$ cat src/sv/fdrq_pkg.sv
// Shared types and constants for the frame deferred release queue.
// No dependencies; imported by the queue top level, its checkers and its testbench.
`default_nettype none

package fdrq_pkg;

  // Input action codes.
  localparam logic [1:0] ACT_ENQUEUE = 2'd0;
  localparam logic [1:0] ACT_PRESENT = 2'd1;
  localparam logic [1:0] ACT_FLUSH   = 2'd2;

  // Result status codes.
  localparam logic STAT_RELEASED = 1'b0;
  localparam logic STAT_REJECTED = 1'b1;

  // Configuration register byte addresses.
  localparam logic [2:0] REG_FRAMES_IN_FLIGHT = 3'd0;
  localparam logic [2:0] REG_DEFERRAL_ENABLED = 3'd4;

  // One stored release request.
  typedef struct packed {
    logic [2:0]  kind;
    logic [31:0] id;
    logic [63:0] frame;
  } fdrq_entry_t;

  // One result waiting for delivery.
  typedef struct packed {
    logic [2:0]  kind;
    logic [31:0] id;
    logic        status;
  } fdrq_result_t;

endpackage

`default_nettype wire

$ cat src/sv/frame_deferred_release_queue.sv
// Frame deferred release queue: top level with entry memory and scan sequencer.
// Depends on fdrq_pkg for action codes, status codes and entry types.
//
// Usage:
// The input channel (in_valid/in_stall) carries one action per transaction:
// enqueue a release, mark a frame presented, or flush the queue. The result
// channel (out_valid/out_stall) carries released or rejected entries; out_last
// marks the final result caused by one input transaction. Configuration is
// written over the APB port (frames_in_flight at 0x0, deferral_enabled at 0x4)
// while the block is idle.
// Sequencing: a stored enqueue is written to the entry memory from idle. An
// immediate or rejected enqueue goes on to the closing state to deliver its
// result. A frame-present scan reads entries one by one, refills a released
// slot from the tail and checks it again, and ends in the closing state. A
// flush reads the entries in stored order. The entry memory is touched once
// per cycle. A new transaction is accepted once the previous one is done,
// even while its final result still sits in the output register.
// Reset clears the queue, the frame counter and the output register and sets
// frames_in_flight to 1 and deferral on. A stall on the result channel holds
// the output register and pauses a scan at its next release until it is taken.
`default_nettype none

module frame_deferred_release_queue
  import fdrq_pkg::*;
#(
  parameter int QUEUE_DEPTH = 32
) (
  input  wire         clk,
  input  wire         rst_n,
  // Input channel
  input  wire         in_valid,
  output logic        in_stall,
  input  wire  [1:0]  in_action,
  input  wire  [2:0]  in_resource_kind,
  input  wire  [31:0] in_resource_id,
  // Result channel
  output logic        out_valid,
  input  wire         out_stall,
  output logic [2:0]  out_released_kind,
  output logic [31:0] out_released_id,
  output logic        out_status,
  output logic        out_last,
  // Configuration port
  input  wire         psel,
  input  wire         penable,
  input  wire         pwrite,
  input  wire  [2:0]  paddr,
  input  wire  [31:0] pwdata,
  output logic [31:0] prdata,
  output logic        pready
);

  localparam int AW = (QUEUE_DEPTH > 1) ? $clog2(QUEUE_DEPTH) : 1;
  localparam int CW = $clog2(QUEUE_DEPTH + 1);

  localparam logic [2:0] S_IDLE  = 3'd0;
  localparam logic [2:0] S_PCHK  = 3'd1;
  localparam logic [2:0] S_PWR   = 3'd2;
  localparam logic [2:0] S_FLUSH = 3'd3;
  localparam logic [2:0] S_FIN   = 3'd4;

  // Configuration registers.
  logic [3:0] fif_r;
  logic       def_en_r;
  logic       cfg_wr;

  // Sequencer state.
  logic [2:0]   state_r, state_nxt;
  logic [CW-1:0] cnt_r, cnt_nxt;
  logic [CW-1:0] idx_r, idx_nxt;
  logic [63:0]  fs_r, fs_nxt;
  fdrq_result_t hold_r, hold_nxt;
  logic         hold_v_r, hold_v_nxt;

  // Output register.
  logic         out_valid_r;
  fdrq_result_t out_res_r;
  logic         out_last_r;
  logic         push, push_last, out_free;

  // Entry memory.
  fdrq_entry_t  mem [QUEUE_DEPTH];
  fdrq_entry_t  rd_data_r;
  logic         mem_we, rd_en;
  logic [AW-1:0] waddr, rd_addr;
  fdrq_entry_t  wdata;

  logic          in_acc;
  logic [CW-1:0] idx_plus, tail;
  logic [3:0]    age;
  logic          aged;

  // APB register access.
  assign pready = 1'b1;
  assign cfg_wr = psel && penable && pwrite && pready;
  always_comb begin
    prdata = 32'd0;
    if (paddr[2]) begin
      prdata = {31'd0, def_en_r};
    end else begin
      prdata = {28'd0, fif_r};
    end
  end

  always_ff @(posedge clk) begin
    if (!rst_n) begin
      fif_r    <= 4'd1;
      def_en_r <= 1'b1;
    end else if (cfg_wr) begin
      if ((paddr & 3'b100) == REG_FRAMES_IN_FLIGHT) begin
        fif_r <= pwdata[3:0];
      end else if ((paddr & 3'b100) == REG_DEFERRAL_ENABLED) begin
        def_en_r <= pwdata[0];
      end
    end
  end

  // Handshake and helpers.
  assign in_stall = (state_r != S_IDLE);
  assign in_acc   = in_valid && (state_r == S_IDLE);
  assign out_free = !out_valid_r || !out_stall;
  assign idx_plus = idx_r + 1'b1;
  assign tail     = cnt_r - 1'b1;
  assign age      = (fif_r == 4'd0) ? 4'd1 : fif_r;
  assign aged     = (rd_data_r.frame + {60'd0, age}) <= fs_r;

  // Sequencer next-state logic.
  always_comb begin
    state_nxt  = state_r;
    cnt_nxt    = cnt_r;
    idx_nxt    = idx_r;
    fs_nxt     = fs_r;
    hold_nxt   = hold_r;
    hold_v_nxt = hold_v_r;
    push       = 1'b0;
    push_last  = 1'b0;
    mem_we     = 1'b0;
    waddr      = idx_r[AW-1:0];
    wdata      = rd_data_r;
    rd_en      = 1'b0;
    rd_addr    = '0;
    case (state_r)
      S_IDLE: begin
        if (in_acc) begin
          case (in_action)
            ACT_ENQUEUE: begin
              if (!def_en_r || (fif_r == 4'd0)) begin
                hold_nxt   = '{kind: in_resource_kind, id: in_resource_id,
                               status: STAT_RELEASED};
                hold_v_nxt = 1'b1;
                state_nxt  = S_FIN;
              end else if (cnt_r == CW'(QUEUE_DEPTH)) begin
                hold_nxt   = '{kind: in_resource_kind, id: in_resource_id,
                               status: STAT_REJECTED};
                hold_v_nxt = 1'b1;
                state_nxt  = S_FIN;
              end else begin
                mem_we  = 1'b1;
                waddr   = cnt_r[AW-1:0];
                wdata   = '{kind: in_resource_kind, id: in_resource_id, frame: fs_r};
                cnt_nxt = cnt_r + 1'b1;
              end
            end
            ACT_PRESENT: begin
              fs_nxt  = fs_r + 64'd1;
              idx_nxt = '0;
              if (cnt_r != '0) begin
                rd_en     = 1'b1;
                state_nxt = S_PCHK;
              end else begin
                state_nxt = S_FIN;
              end
            end
            ACT_FLUSH: begin
              idx_nxt = '0;
              if (cnt_r != '0) begin
                rd_en     = 1'b1;
                state_nxt = S_FLUSH;
              end else begin
                state_nxt = S_FIN;
              end
            end
            default: begin
            end
          endcase
        end
      end
      // Entry idx_r is in rd_data_r: release it or step to the next one.
      S_PCHK: begin
        if (aged) begin
          if (!hold_v_r || out_free) begin
            push       = hold_v_r;
            hold_nxt   = '{kind: rd_data_r.kind, id: rd_data_r.id, status: STAT_RELEASED};
            hold_v_nxt = 1'b1;
            cnt_nxt    = tail;
            if (idx_r < tail) begin
              rd_en     = 1'b1;
              rd_addr   = tail[AW-1:0];
              state_nxt = S_PWR;
            end else begin
              state_nxt = S_FIN;
            end
          end
        end else begin
          idx_nxt = idx_plus;
          if (idx_plus < cnt_r) begin
            rd_en   = 1'b1;
            rd_addr = idx_plus[AW-1:0];
          end else begin
            state_nxt = S_FIN;
          end
        end
      end
      // The tail entry has arrived: move it into the freed slot and check it.
      S_PWR: begin
        mem_we    = 1'b1;
        state_nxt = S_PCHK;
      end
      // Release entries in stored order, reading one ahead.
      S_FLUSH: begin
        if (!hold_v_r || out_free) begin
          push       = hold_v_r;
          hold_nxt   = '{kind: rd_data_r.kind, id: rd_data_r.id, status: STAT_RELEASED};
          hold_v_nxt = 1'b1;
          idx_nxt    = idx_plus;
          if (idx_plus < cnt_r) begin
            rd_en   = 1'b1;
            rd_addr = idx_plus[AW-1:0];
          end else begin
            cnt_nxt   = '0;
            state_nxt = S_FIN;
          end
        end
      end
      // Deliver the held result as the final one of this transaction.
      S_FIN: begin
        if (hold_v_r) begin
          if (out_free) begin
            push       = 1'b1;
            push_last  = 1'b1;
            hold_v_nxt = 1'b0;
            state_nxt  = S_IDLE;
          end
        end else begin
          state_nxt = S_IDLE;
        end
      end
      default: begin
        state_nxt = S_IDLE;
      end
    endcase
  end

  // Control registers.
  always_ff @(posedge clk) begin
    if (!rst_n) begin
      state_r     <= S_IDLE;
      cnt_r       <= '0;
      idx_r       <= '0;
      fs_r        <= 64'd0;
      hold_v_r    <= 1'b0;
      out_valid_r <= 1'b0;
    end else begin
      state_r  <= state_nxt;
      cnt_r    <= cnt_nxt;
      idx_r    <= idx_nxt;
      fs_r     <= fs_nxt;
      hold_v_r <= hold_v_nxt;
      if (push) begin
        out_valid_r <= 1'b1;
      end else if (!out_stall) begin
        out_valid_r <= 1'b0;
      end
    end
  end

  // Payload registers.
  always_ff @(posedge clk) begin
    hold_r <= hold_nxt;
    if (push) begin
      out_res_r  <= hold_r;
      out_last_r <= push_last;
    end
  end

  // Entry memory: one write and one registered read per cycle.
  always_ff @(posedge clk) begin
    if (mem_we) begin
      mem[waddr] <= wdata;
    end
    if (rd_en) begin
      rd_data_r <= mem[rd_addr];
    end
  end

  assign out_valid         = out_valid_r;
  assign out_released_kind = out_res_r.kind;
  assign out_released_id   = out_res_r.id;
  assign out_status        = out_res_r.status;
  assign out_last          = out_last_r;

endmodule

`default_nettype wire

$ cat config.mk
export PLATFORM = sky130hd
export DESIGN_NAME = frame_deferred_release_queue
export DESIGN_NICKNAME = d
export VERILOG_FILES = /design/src/sv/fdrq_pkg.sv /design/src/sv/frame_deferred_release_queue.sv
export SDC_FILE = /design/constraint.sdc
export NUM_CORES = 2
export LEC_CHECK = 0
export ABC_AREA = 0
export BUFFER_PORTS_ARGS = -buffer_cell sky130_fd_sc_hd__buf_2
export CAP_MARGIN = 20
export CELL_PAD_IN_SITES_DETAIL_PLACEMENT = 2
export CELL_PAD_IN_SITES_GLOBAL_PLACEMENT = 2
export CORE_MARGIN = 3
export CORE_UTILIZATION = 33
export DETAILED_ROUTE_END_ITERATION = 12
export PLACE_DENSITY_LB_ADDON = 0.05
export REMOVE_ABC_BUFFERS = 1
export SLEW_MARGIN = 25
export SYNTH_ARGS = -nofsm -noshare
export SYNTH_HDL_FRONTEND = slang
export SYNTH_SLANG_ARGS = --single-unit
$ cat constraint.sdc
create_clock -name clk -period 11.7 [get_ports clk]
set_input_delay 2.925 -clock clk [delete_from_list [all_inputs] [get_ports clk]]
set_output_delay 2.925 -clock clk [all_outputs]
set_load 0.1 [all_outputs]
==> results.toml <==
[drt]
wirelength_um = 504000
postRouteAntennaNets = 0
drt_iter0_drc = 7075
vias_per_cell = 5.48
wl_per_cell_um = 32.6
dr.pass1.iters = 5
via_count = 84700
drc = 0

[synthesis]
synth_top_cell_area_share = 0.735
synth_cell_types = 73
synth_edf_count = 3340
synth_mux_area_frac = 0.0515
synthCells = 9477
syn_area_per_cell_um2 = 14.4
seq_area_frac_synth = 0.748
synth_xor_area_frac = 0.00790
synthTopCellsByCount = "3,340 x edfxtp_1, 2,230 x nand2_1, 894 x nand3_1"
synth_fa_ha_area_frac = 0.00803
yosys_warnings = 0
ys_async_sr_fraction = 0
yosys.area_share.simple = 0.125
yosysMostFrequentCell = "edfxtp_1"
synth_top_family_by_area = "simple AND/OR/NAND/NOR gates"
synth_compound_area_frac = 0.0395
synth_area_um2 = 136000
synth_flop_cell = "edfxtp_1"
synth_top_area_cell = "edfxtp_1"
synth-seq-cells = 3426
synth_area_leaders = "edfxtp_1 74%, nand2_1 6.1%, nand3_1 3.3%"

[die]
fp.dieH_um = 649
die_w_um = 649
initial_core_util = 0.332
die_area_um2 = 421000
num_rows = 235
ioPinCount = 151
coreArea_um2 = 411000

[timing]
finalSetupViolCount = 0
setup_tns_ns = 0
final.period_utilization = 0.904
period_needed_ns = 10.58
hold_viol = 0
rsz0062_at_grt = "false"
maxSlewHeadroom = 0.278
fin_skew_ns = 0.0472
slew_violations = 0
tightest_slew_ns = 1.08
fmax_mhz = 94.6

[clock_tree]
root_buffer = "clkbuf_16"
cts_post_setup_buffers_inserted = 0
cts_buffers = 398
cts.repair.resized = 0
cts_tree = "built"
clkLatencyLatePin_ns = 0.96
cts_buffer_depth = 4
htree_levels = 5
clkSlewWorstSetupHoldPaths_ns = 0.06
cts-hold-fix-buffers = 0
cts_sinks = 3426

[power_and_ir_drop]
power_w = 0.0263
irDropWorstVdd_v = 0.000112
p_per_area_nw_per_um2 = 166
leakage_nw = 54.5

[layout]
layout-drive-gt1-share = 0.119
nFillCells = 40400
fin_util = 0.385
nNetsFinal = 9846
area_delta_synth_final_pct = 15.9

[setup_path]
worstPathRequired_ns = 12.38
crit_arrival_ns = 11.25
slowest_delay_ns = 0.81
startpoint_type = "flop"
crit_top_cell = "nand4_1"
end_kind = "flop"
crit_slowest_cell = "nor4_1"
worst-setup-path-type = "flop to flop"
ff2ff_path_depth = 29
cp_max_fo = 39

[flow_run]
drv_cap = 0

[min_path]
hold_depth = 0
holdCritPathClass = "flop to flop"

[grt]
grt_max_degree = 121
grt_pass1_vias = 90100
grt_overflow = 0
antenna_found_initial = 17
grt_pass1_wl_um = 707000
grt_usage = 0.235

[place]
port_buffers = 91
hpwl_um = 265000
gp_congestion = 0.767

[outcome]
status = "finished clean"
power by group:
part | leakage [nW] | switching [W] | internal, W
clock network | 6.16 | 0.00516 | 0.00707
registers | 30.8 | 0.0000267 | 0.0135
logic | 17.6 | 0.000407 | 0.0000996
cell usage in the layout (no fill, tap or decap), drive strengths merged, types with 144 or more instances in the layout:
cell | synthesis | layout
buf | 223 | 346
mux2i | 419 | 419
and3 | 161 | 161
nand2 | 2231 | 2231
clkinv | 2 | 182
edfxtp | 3340 | 3340
nand3 | 894 | 894
nand4 | 176 | 176
clkbuf | 347 | 487
a32oi | 144 | 144
per-layer routing:
metal  GRT usage  wire, µm  vias to the layer above
met5           0         0                        -
met4      0.0490     10300                        0
met3      0.0206     18100                      583
met2       0.397    246000                     1704
met1       0.329    230000                    46200
li1            -         -                    36100
area by class of cell:
type,instances,area (µm²),share of cell area
clock buffer,487,10400,0.0660
antenna,3,7.51,0.0000475
inverter,93,349,0.00221
timing repair buffer,346,3380,0.0214
multi-input combinational,5415,32900,0.208
sequential,3426,102000,0.645
clock inverter,237,2160,0.0137
tap,5451,6820,0.0432
critical path: cells and delay by family (launching register included):
kind,cells,cell delay [ns]
compound gates,8,2.39
flops,1,0.36
xor+xnor,1,0.18
buf+inv,3,1.62
simple gates,15,5.00
fa+ha+maj,2,0.52
sequential cells by signal (all words and copies together) (netlist names), 3 cells and up:
signal	cells
fif_r	4
idx_r	6
state_r	3
rd_data_r	99
out_released_kind	3
cnt_r	6
out_released_id	32
hold_r	36
mem	3168
fs_r	64
through the flow:
step | setup slack (ns) | instance area (µm²) | instances | hold slack (ns)
floorplan | -63.40 | 134000 | 8934 | 0.400
global placement | 1.18 | 145000 | 14700 | 0.401
CTS | 1.18 | 158000 | 15500 | 0.420
finish | 1.12 | 158000 | 15500 | 0.418
global route | 0.518 | 158000 | 15500 | 0.428
detailed placement | 1.18 | 145000 | 14700 | 0.406
final timing paths:
kind | slack [ns] | end | from
worst min-delay path | 0.42 | out_released_id[11]$_DFFE_PP_ | hold_r[12]$_DFFE_PP_
worst max-delay path | 1.12 | rd_data_r[79]$_DFFE_PP_ | fif_r[3]$_SDFFE_PN0P_
worst max register to register | 1.12 | rd_data_r[79]$_DFFE_PP_ | fif_r[3]$_SDFFE_PN0P_
worst min register to register | 0.42 | out_released_id[11]$_DFFE_PP_ | hold_r[12]$_DFFE_PP_
cell families (layout without fill, tap and decap cells):
| family | Yosys count | count (layout) |
|---|---|---|
| other cells | 2 | 32 |
| compound gates | 784 | 784 |
| simple gates | 3821 | 3821 |
| xor+xnor | 123 | 123 |
| fa+ha+maj | 87 | 87 |
| buf+inv | 663 | 1163 |
| mux | 571 | 571 |
| flops | 3426 | 3426 |
No activity file was read; power rests on OpenSTA's default activity.
